==> config.mk <==
export PLATFORM = sky130hd
export DESIGN_NAME = lru_page_replacement_core
export DESIGN_NICKNAME = d
export VERILOG_FILES = /design/src/lpr_pkg.sv /design/src/lpr_frame_ram.sv /design/src/lpr_recency.sv /design/src/lru_page_replacement_core.sv
export SDC_FILE = /design/constraint.sdc
export NUM_CORES = 1
export LEC_CHECK = 0
export ABC_AREA = 1
export BUFFER_PORTS_ARGS = -buffer_cell sky130_fd_sc_hd__buf_2
export CAP_MARGIN = 20
export CORE_MARGIN = 2
export CORE_UTILIZATION = 45
export DETAILED_ROUTE_END_ITERATION = 7
export REMOVE_ABC_BUFFERS = 1
export SETUP_SLACK_MARGIN = 0.05
export SYNTH_ARGS = -nofsm -noshare
export SYNTH_HDL_FRONTEND = slang
export SYNTH_SLANG_ARGS = --single-unit
==> constraint.sdc <==
create_clock -name clk -period 2.74 [get_ports clk]
set_input_delay 0.411 -clock clk [delete_from_list [all_inputs] [get_ports clk]]
set_output_delay 0.411 -clock clk [all_outputs]
set_load 0.02 [all_outputs]
==> src/lpr_pkg.sv <==
`timescale 1ns / 1ps
// Shared types and constants for the LRU page replacement core.
// No dependencies; the files that use it refer to this package by scoped names.
package lpr_pkg;

  localparam int MAX_FRAMES_DEF = 8;
  localparam int PAGE_BITS_DEF  = 8;
  localparam int CFG_W          = 4;   // frames_in_use register width
  localparam int FIDX_OUT_W     = 3;   // frame_index field width
  localparam int FAULT_W        = 32;  // fault_count field width

  typedef enum logic [2:0] {
    ST_IDLE,
    ST_SCAN,
    ST_EVICT_RD,
    ST_EVICT,
    ST_DONE
  } lpr_state_t;

  // Commands from the controller to the recency stack.
  typedef struct packed {
    logic clear;  // restore the reset order
    logic touch;  // move a frame to the most recent end
  } rec_cmd_t;

endpackage

==> src/lpr_frame_ram.sv <==
`timescale 1ns / 1ps
// Page-number store for the frames: one write port, one read port,
// registered read data. Uses no package items.
module lpr_frame_ram #(
  parameter int DEPTH  = 8,
  parameter int WIDTH  = 8,
  parameter int ADDR_W = 3
) (
  input  logic              clk,
  input  logic              we,
  input  logic [ADDR_W-1:0] waddr,
  input  logic [WIDTH-1:0]  wdata,
  input  logic              re,
  input  logic [ADDR_W-1:0] raddr,
  output logic [WIDTH-1:0]  rdata
);

  logic [WIDTH-1:0] mem [DEPTH];

  always_ff @(posedge clk) begin
    if (we) begin
      mem[waddr] <= wdata;
    end
  end

  always_ff @(posedge clk) begin
    if (re) begin
      rdata <= mem[raddr];
    end
  end

endmodule

==> src/lpr_recency.sv <==
`timescale 1ns / 1ps
// Recency stack of frame indices: position 0 least recent, top most recent.
// Depends on lpr_pkg for the command struct.
module lpr_recency #(
  parameter int MAX_FRAMES = 8,
  parameter int ADDR_W     = 3,
  parameter int CNT_W      = 4
) (
  input  logic              clk,
  input  logic              rst,
  input  lpr_pkg::rec_cmd_t cmd,
  input  logic [ADDR_W-1:0] touch_frame,
  input  logic [CNT_W-1:0]  frames_used,
  output logic [ADDR_W-1:0] lru_frame
);

  logic [ADDR_W-1:0] order      [MAX_FRAMES];
  logic [ADDR_W-1:0] order_next [MAX_FRAMES];

  // Shift everything above the touched frame down one place.
  always_comb begin
    logic seen;
    seen = 1'b0;
    for (int i = 0; i < MAX_FRAMES; i++) begin
      seen = seen | (order[i] == touch_frame);
      if (i == MAX_FRAMES - 1) begin
        order_next[i] = touch_frame;
      end else if (seen) begin
        order_next[i] = order[(i + 1) % MAX_FRAMES];
      end else begin
        order_next[i] = order[i];
      end
    end
  end

  // Least recent frame among those in use.
  always_comb begin
    lru_frame = '0;
    for (int i = MAX_FRAMES - 1; i >= 0; i--) begin
      if (CNT_W'(order[i]) < frames_used) begin
        lru_frame = order[i];
      end
    end
  end

  always_ff @(posedge clk) begin
    if (rst || cmd.clear) begin
      for (int i = 0; i < MAX_FRAMES; i++) begin
        order[i] <= ADDR_W'(i);
      end
    end else if (cmd.touch) begin
      order <= order_next;
    end
  end

endmodule

==> src/lru_page_replacement_core.sv <==
`timescale 1ns / 1ps
// Top level of the LRU page replacement core: control, valid bits, fault count.
// Depends on lpr_pkg, lpr_frame_ram and lpr_recency.
//
// One word in on the slave stream carries a page reference (page in tdata,
// first_ref in tuser); one word out on the master stream reports the outcome.
// The core holds MAX_FRAMES fully associative frames whose page numbers live
// in a single-read-port RAM, so a lookup walks the frames in use one per
// cycle, stopping at the first match. A hit in frame 0 is the quickest item;
// a fault that evicts the least recently used page is the slowest, as it
// needs a second read of the RAM, and the scan through the one read port
// sets the pace. A finished word waits in the output register, so the next
// reference is taken while it is still held. first_ref clears the valid
// bits, the recency order and the fault count in the accept cycle.
// frames_in_use is written through cfg_we / cfg_data; the user must write it
// only while idle, which the core itself does not enforce. 0 reads as 1 and
// values above MAX_FRAMES as MAX_FRAMES. fault_count saturates at all ones.
module lru_page_replacement_core #(
  parameter int MAX_FRAMES = lpr_pkg::MAX_FRAMES_DEF,
  parameter int PAGE_BITS  = lpr_pkg::PAGE_BITS_DEF
) (
  input  logic                   clk,
  input  logic                   rst,
  // configuration: frames_in_use
  input  logic                   cfg_we,
  input  logic [lpr_pkg::CFG_W-1:0] cfg_data,
  // slave stream
  input  logic                   s_tvalid,
  output logic                   s_tready,
  input  logic [((PAGE_BITS+7)/8)*8-1:0] s_tdata,  // [PAGE_BITS-1:0] page
  input  logic                   s_tuser,          // [0] first_ref
  // master stream
  output logic                   m_tvalid,
  input  logic                   m_tready,
  // from bit 0: frame_index (3), evicted_valid (1), evicted_page (PAGE_BITS),
  // fault_count (32), zero fill
  output logic [((lpr_pkg::FIDX_OUT_W+1+PAGE_BITS+lpr_pkg::FAULT_W+7)/8)*8-1:0] m_tdata,
  output logic                   m_tuser           // [0] fault
);

  localparam int ADDR_W = (MAX_FRAMES > 1) ? $clog2(MAX_FRAMES) : 1;
  localparam int CNT_W  = $clog2(MAX_FRAMES + 1);
  localparam int CMP_W  = (CNT_W > lpr_pkg::CFG_W) ? CNT_W : lpr_pkg::CFG_W;
  localparam int OUT_W  =
    ((lpr_pkg::FIDX_OUT_W + 1 + PAGE_BITS + lpr_pkg::FAULT_W + 7) / 8) * 8;
  localparam logic [lpr_pkg::FAULT_W-1:0] FAULT_MAX = '1;

  lpr_pkg::lpr_state_t state, state_next;

  // configuration, held already clamped to 1..MAX_FRAMES
  logic [CNT_W-1:0] frames_used;

  // per-item working registers
  logic [PAGE_BITS-1:0] page_q;
  logic [CNT_W-1:0]     scan_addr;
  logic                 cmp_valid;
  logic [ADDR_W-1:0]    cmp_idx;
  logic [ADDR_W-1:0]    frame_sel;
  logic                 fault_q;
  logic                 ev_valid_q;
  logic [PAGE_BITS-1:0] ev_page_q;

  logic [MAX_FRAMES-1:0]      frame_valid;
  logic [lpr_pkg::FAULT_W-1:0] fault_total;
  logic [lpr_pkg::FAULT_W-1:0] fault_next;

  // output register
  logic                        m_fault;
  logic [lpr_pkg::FIDX_OUT_W-1:0] m_frame;
  logic                        m_ev_valid;
  logic [PAGE_BITS-1:0]        m_ev_page;
  logic [lpr_pkg::FAULT_W-1:0] m_count;

  // RAM port signals
  logic                 ram_we, ram_re;
  logic [ADDR_W-1:0]    ram_waddr, ram_raddr;
  logic [PAGE_BITS-1:0] ram_rdata;

  // decode
  logic              in_accept;
  logic              out_free;
  logic              hit;
  logic              last_cmp;
  logic              scan_miss;
  logic              empty_found;
  logic [ADDR_W-1:0] free_idx;
  logic [ADDR_W-1:0] lru_frame;
  lpr_pkg::rec_cmd_t rec_cmd;

  assign in_accept = s_tvalid && s_tready;
  assign out_free  = !m_tvalid || m_tready;

  // A frame matches only behind its valid bit; stale RAM contents never count.
  assign hit = cmp_valid && frame_valid[cmp_idx] && (ram_rdata == page_q);
  assign last_cmp  = (CNT_W'(cmp_idx) + CNT_W'(1)) == frames_used;
  assign scan_miss = (state == lpr_pkg::ST_SCAN) && cmp_valid && !hit && last_cmp;

  // Lowest-numbered empty frame among those in use.
  always_comb begin
    empty_found = 1'b0;
    free_idx    = '0;
    for (int i = MAX_FRAMES - 1; i >= 0; i--) begin
      if (!frame_valid[i] && (CNT_W'(i) < frames_used)) begin
        empty_found = 1'b1;
        free_idx    = ADDR_W'(i);
      end
    end
  end

  assign fault_next = (fault_q && (fault_total != FAULT_MAX)) ?
                      fault_total + lpr_pkg::FAULT_W'(1) : fault_total;

  // next state
  always_comb begin
    state_next = state;
    unique case (state)
      lpr_pkg::ST_IDLE: begin
        if (s_tvalid) begin
          state_next = lpr_pkg::ST_SCAN;
        end
      end
      lpr_pkg::ST_SCAN: begin
        if (hit) begin
          state_next = lpr_pkg::ST_DONE;
        end else if (scan_miss) begin
          state_next = empty_found ? lpr_pkg::ST_DONE : lpr_pkg::ST_EVICT_RD;
        end
      end
      lpr_pkg::ST_EVICT_RD: state_next = lpr_pkg::ST_EVICT;
      lpr_pkg::ST_EVICT:    state_next = lpr_pkg::ST_DONE;
      lpr_pkg::ST_DONE: begin
        if (out_free) begin
          state_next = lpr_pkg::ST_IDLE;
        end
      end
      default: state_next = lpr_pkg::ST_IDLE;
    endcase
  end

  // outputs of the state machine
  always_comb begin
    s_tready      = 1'b0;
    ram_re        = 1'b0;
    ram_raddr     = scan_addr[ADDR_W-1:0];
    ram_we        = 1'b0;
    ram_waddr     = free_idx;
    rec_cmd.clear = 1'b0;
    rec_cmd.touch = 1'b0;
    unique case (state)
      lpr_pkg::ST_IDLE: begin
        s_tready      = 1'b1;
        rec_cmd.clear = s_tvalid && s_tuser;
      end
      lpr_pkg::ST_SCAN: begin
        // issue one frame read per cycle until a match or until all frames in use are out
        ram_re = !hit && (scan_addr < frames_used);
        ram_we = scan_miss && empty_found;
      end
      lpr_pkg::ST_EVICT_RD: begin
        ram_re    = 1'b1;
        ram_raddr = frame_sel;
      end
      lpr_pkg::ST_EVICT: begin
        ram_we    = 1'b1;
        ram_waddr = frame_sel;
      end
      lpr_pkg::ST_DONE: begin
        rec_cmd.touch = out_free;
      end
      default: begin
      end
    endcase
  end

  lpr_frame_ram #(
    .DEPTH  (MAX_FRAMES),
    .WIDTH  (PAGE_BITS),
    .ADDR_W (ADDR_W)
  ) u_frame_ram (
    .clk   (clk),
    .we    (ram_we),
    .waddr (ram_waddr),
    .wdata (page_q),
    .re    (ram_re),
    .raddr (ram_raddr),
    .rdata (ram_rdata)
  );

  lpr_recency #(
    .MAX_FRAMES (MAX_FRAMES),
    .ADDR_W     (ADDR_W),
    .CNT_W      (CNT_W)
  ) u_recency (
    .clk         (clk),
    .rst         (rst),
    .cmd         (rec_cmd),
    .touch_frame (frame_sel),
    .frames_used (frames_used),
    .lru_frame   (lru_frame)
  );

  // state and control
  always_ff @(posedge clk) begin
    if (rst) begin
      state       <= lpr_pkg::ST_IDLE;
      frames_used <= CNT_W'(MAX_FRAMES);
      frame_valid <= '0;
      fault_total <= '0;
      cmp_valid   <= 1'b0;
      m_tvalid    <= 1'b0;
    end else begin
      state <= state_next;

      // clamp the frame count on the way in
      if (cfg_we) begin
        if (cfg_data == '0) begin
          frames_used <= CNT_W'(1);
        end else if (CMP_W'(cfg_data) > CMP_W'(MAX_FRAMES)) begin
          frames_used <= CNT_W'(MAX_FRAMES);
        end else begin
          frames_used <= CNT_W'(cfg_data);
        end
      end

      if (in_accept && s_tuser) begin
        frame_valid <= '0;
        fault_total <= '0;
      end else if (ram_we) begin
        frame_valid[ram_waddr] <= 1'b1;
      end

      if (state == lpr_pkg::ST_SCAN) begin
        cmp_valid <= ram_re;
      end else begin
        cmp_valid <= 1'b0;
      end

      if (state == lpr_pkg::ST_DONE && out_free) begin
        fault_total <= fault_next;
        m_tvalid    <= 1'b1;
      end else if (m_tready) begin
        m_tvalid <= 1'b0;
      end
    end
  end

  // datapath
  always_ff @(posedge clk) begin
    if (in_accept) begin
      page_q     <= s_tdata[PAGE_BITS-1:0];
      scan_addr  <= '0;
      fault_q    <= 1'b0;
      ev_valid_q <= 1'b0;
      ev_page_q  <= '0;
    end

    if (state == lpr_pkg::ST_SCAN) begin
      cmp_idx <= scan_addr[ADDR_W-1:0];
      if (ram_re) begin
        scan_addr <= scan_addr + CNT_W'(1);
      end
      if (hit) begin
        frame_sel <= cmp_idx;
      end else if (scan_miss) begin
        fault_q   <= 1'b1;
        frame_sel <= empty_found ? free_idx : lru_frame;
      end
    end

    // old page of the victim frame arrives in the cycle after its read
    if (state == lpr_pkg::ST_EVICT) begin
      ev_valid_q <= 1'b1;
      ev_page_q  <= ram_rdata;
    end

    if (state == lpr_pkg::ST_DONE && out_free) begin
      m_fault    <= fault_q;
      m_frame    <= lpr_pkg::FIDX_OUT_W'(frame_sel);
      m_ev_valid <= ev_valid_q;
      m_ev_page  <= ev_page_q;
      m_count    <= fault_next;
    end
  end

  assign m_tuser = m_fault;
  assign m_tdata = OUT_W'({m_count, m_ev_page, m_ev_valid, m_frame});

`ifndef SYNTHESIS
  // A reported eviction always comes with a fault.
  a_evict_is_fault: assert property (@(posedge clk) disable iff (rst)
    m_tvalid |-> (!m_ev_valid || m_fault))
    else $error("eviction reported without a fault");

  // The frame being reported holds a valid page.
  a_done_frame_valid: assert property (@(posedge clk) disable iff (rst)
    (state == lpr_pkg::ST_DONE) |-> frame_valid[frame_sel])
    else $error("reported frame is not valid");

  // The fault count only drops on a first_ref.
  a_count_monotonic: assert property (@(posedge clk) disable iff (rst)
    !(in_accept && s_tuser) |=> (fault_total >= $past(fault_total)))
    else $error("fault count went down");

  // A victim read is always followed by its write-back.
  a_evict_seq: assert property (@(posedge clk) disable iff (rst)
    (state == lpr_pkg::ST_EVICT_RD) |=> (state == lpr_pkg::ST_EVICT && ram_we))
    else $error("eviction sequence broken");
`endif

endmodule

==> flow_summary.json <==
{
  "drive_gt1_share_pct": 16.83,
  "power_density_mw_per_mm2": 676.8,
  "wl_per_cell_um": 15.93,
  "syn_area_mm2": 0.01072,
  "maxSlewViolCount": 0,
  "postRouteAntennaNets": 0,
  "p_switching_mw": 2.306,
  "antenna_found_initial": 0,
  "diodes": 0,
  "synthArstFlopShare_pct": 0,
  "met3_usage_pct": 3.266,
  "skew_ns": 0.01560,
  "htreeDepth": 1,
  "synth_edf_count": 139,
  "clock-sinks": 218,
  "cts_buffers": 24,
  "cpLargestDelayFamily": "simple AND/OR/NAND/NOR gates",
  "worst_slew_pin_slew_ns": 0.6802,
  "clk_latency_ns": 0.52,
  "synth_most_common_cell": "nand2_1",
  "start_util_pct": 45.81,
  "timing.final.ws_setup_ns": 0.2885,
  "p_int_mw": 6.097,
  "post-place-ws_ns": 0.1877,
  "ys_top_cells_by_area": "edfxtp_1, dfxtp_1, nand2_1",
  "fill_cells": 2207,
  "crit_type": "reg2reg",
  "max_cap_violations": 0,
  "setup_violations": 0,
  "cts_root_buffer": "clkbuf_16",
  "io_buffer_count": 64,
  "ff2ff_path_depth": 13,
  "synthDistinctLibCells": 49,
  "numPlacedInstances": 1588,
  "use_met1_pct": 30.43,
  "grt-busiest-layer": "met2",
  "first_iter_violations": 686,
  "final_nets": 1335,
  "hold_violations": 0,
  "yosys-top-cells-count": "nand2_1, edfxtp_1, nor2_1",
  "boundaryPins": 69,
  "path_cells": "nor2_4, inv_2, o211ai_1, nand2_1, nand2_1, nand2_1, nand2_1, nand2_1, nand3_1, o21ai_1, buf_4, nand3_1, inv_1",
  "fp.dieW_um": 158.3,
  "pwr-share-seq_pct": 44.9,
  "grt_use_total_pct": 20.99,
  "critPathArrivalTime_ns": 2.62,
  "grt.met2_usage_pct": 33.08,
  "die_h_um": 158.3,
  "yosysWarnings": 0,
  "crit_top_cell": "nand2_1",
  "combPwrFrac_pct": 16.4,
  "fmax_mhz": 407.9,
  "status": "completed",
  "cpPeakStageDelay_ns": 0.49,
  "timing.final.crit_share_pct": 89.47,
  "first_pass_iters": 5,
  "p_leak_nw": 4.938,
  "cts_tree": "done",
  "clk_pin_slew_ns": 0.06,
  "wirelength_mm": 25.99,
  "placed_area_mm2": 0.01160,
  "dieArea_mm2": 0.02507,
  "synth.largest_area_cell": "edfxtp_1",
  "yosysSeqAreaShare_pct": 53.69,
  "area_growth_pct": 15.82,
  "via_per_inst": 5.082,
  "gr-total-overflow": 0,
  "grt_pass1_vias": 7813,
  "num_vias": 8294,
  "cts_setup_buffers": 0,
  "path_max_fanout": 8,
  "synthCells": 1200,
  "grt_pass1_wl_mm": 41.17,
  "critical_path_depth": 13,
  "crit_required_ns": 2.91,
  "switching_share_pct": 27.44,
  "gp_congestion": 0.8878,
  "syn_avg_cell_area_um2": 8.934,
  "hold_slack_ns": 0.07141,
  "p_clk_share_pct": 38.8,
  "rsz0062_at_grt": "yes",
  "final_cells": 1632,
  "hold_path_class": "in2reg",
  "crit_path_end_kind": "flop",
  "ys.flop_type": "edfxtp_1",
  "slowest_stage": "dfxtp_1",
  "peakVddDrop_v": 0.0003836,
  "slew_headroom_pct": 54.66,
  "cp_num_buf_inv": 3,
  "clockBufferDepth": 3,
  "num_rows": 56,
  "layout_min_cycle_time_ns": 2.452,
  "ys_ff_latch": 218,
  "synth_top_area_share_pct": 38.94,
  "core_area_mm2": 0.02340,
  "fin_area_mm2": 0.01242,
  "dp_hpwl_mm": 18.50,
  "route.detailed.drc": 0,
  "holdPathStages": 1,
  "startpoint_type": "flop",
  "grt_max_degree": 80
}
## metal layers
metal  routed length, µm  part of all wire [%]
met3                1654                   6.4
met4                 480                   1.8
met2               11530                    44
met5                   0                     0
met1               12320                    47
## power by group through the flow
stage	Sequential [mW]	Combinational [mW]	Clock [mW]
after floorplan	3.85	0.811	0
after global placement	3.84	1.35	0
after detailed placement	3.84	1.36	0
after CTS	3.77	1.37	3.31
after global routing	3.79	1.55	3.43
final	3.77	1.38	3.26
## layout make-up
type | instances | area (µm²) | share of cell area [%]
well taps | 319 | 399.1 | 3.215
repair buffers | 107 | 684.4 | 5.512
inverters | 143 | 538.0 | 4.333
multi-input cells | 801 | 4229 | 34.06
clock inverters | 13 | 121.4 | 0.9775
flip-flops and latches | 218 | 5756 | 46.36
clock buffers | 31 | 688.2 | 5.543
## kinds of logic after synthesis
group / Yosys count / share of synthesized area, %
AO/OA/AOI/OAI: 225 / 12.60
other: 1 / 0.03498
flip-flops: 218 / 53.69
AND/OR/NAND/NOR: 500 / 19.88
XOR/XNOR: 49 / 4.073
buffers and inverters: 184 / 7.049
adder cells (fa/ha/maj): 22 / 2.568
multiplexers: 1 / 0.1050
## final timing paths
kind | from | end | slack (ns)
max | frames_used[3]$_SDFFE_PP1P_ | u_frame_ram.mem[7][5]$_DFFE_PP_ | 0.29
min | s_tdata[1] | page_q[1]$_DFFE_PP_ | 0.07
max reg2reg | frames_used[3]$_SDFFE_PP1P_ | u_frame_ram.mem[7][5]$_DFFE_PP_ | 0.29
min reg2reg | ev_page_q[1]$_SDFFCE_PN0P_ | m_ev_page[1]$_DFFE_PP_ | 0.41
## flip-flops by register name (all words and copies together), names as in the netlist, 8 cells and up
| signal | count |
|---|---|
| fault_total | 32 |
| u_frame_ram.mem | 64 |
| page_q | 8 |
| u_recency.order | 24 |
| m_ev_page | 8 |
| u_frame_ram.rdata | 8 |
| ev_page_q | 8 |
| m_count | 32 |
| frame_valid | 8 |
## metrics by stage
step	util (%)	power (mW)	TNS (ns)
2_1_floorplan	-	4.661	-6.882
3_3_place_gp	49.56	5.184	0
3_5_place_dp	49.56	5.205	0
4_1_cts	53.02	8.449	0
5_1_grt	53.05	8.767	0
6_report	53.05	8.403	0
## placed cells by master, fill, tap and decap left out, types with 5 or more instances in the layout
cell type / instances
a21oi_2: 24
nand3_1: 53
clkinv_2: 5
nand2_2: 8
nor2_2: 6
inv_1: 129
nand2_1: 257
nor3_1: 17
nand4_1: 9
nor2_1: 129
o211ai_1: 10
o21ai_1: 6
o22ai_1: 9
inv_2: 13
o21ai_2: 5
edfxtp_1: 139
buf_4: 39
dfxtp_1: 79
clkbuf_16: 25
a31oi_1: 7
o21ai_0: 78
ha_1: 22
xnor2_1: 25
a21oi_1: 59
xor2_1: 23
o21bai_1: 14
buf_2: 64
## repair_timing
| action | in CTS | in global routing |
|---|---|---|
| setup endpoints to repair | 0 | 19 |
| gates resized for setup | 0 | 3 |
| hold buffers | 0 | 0 |
Note: power is estimated with default switching activity, not from simulation.
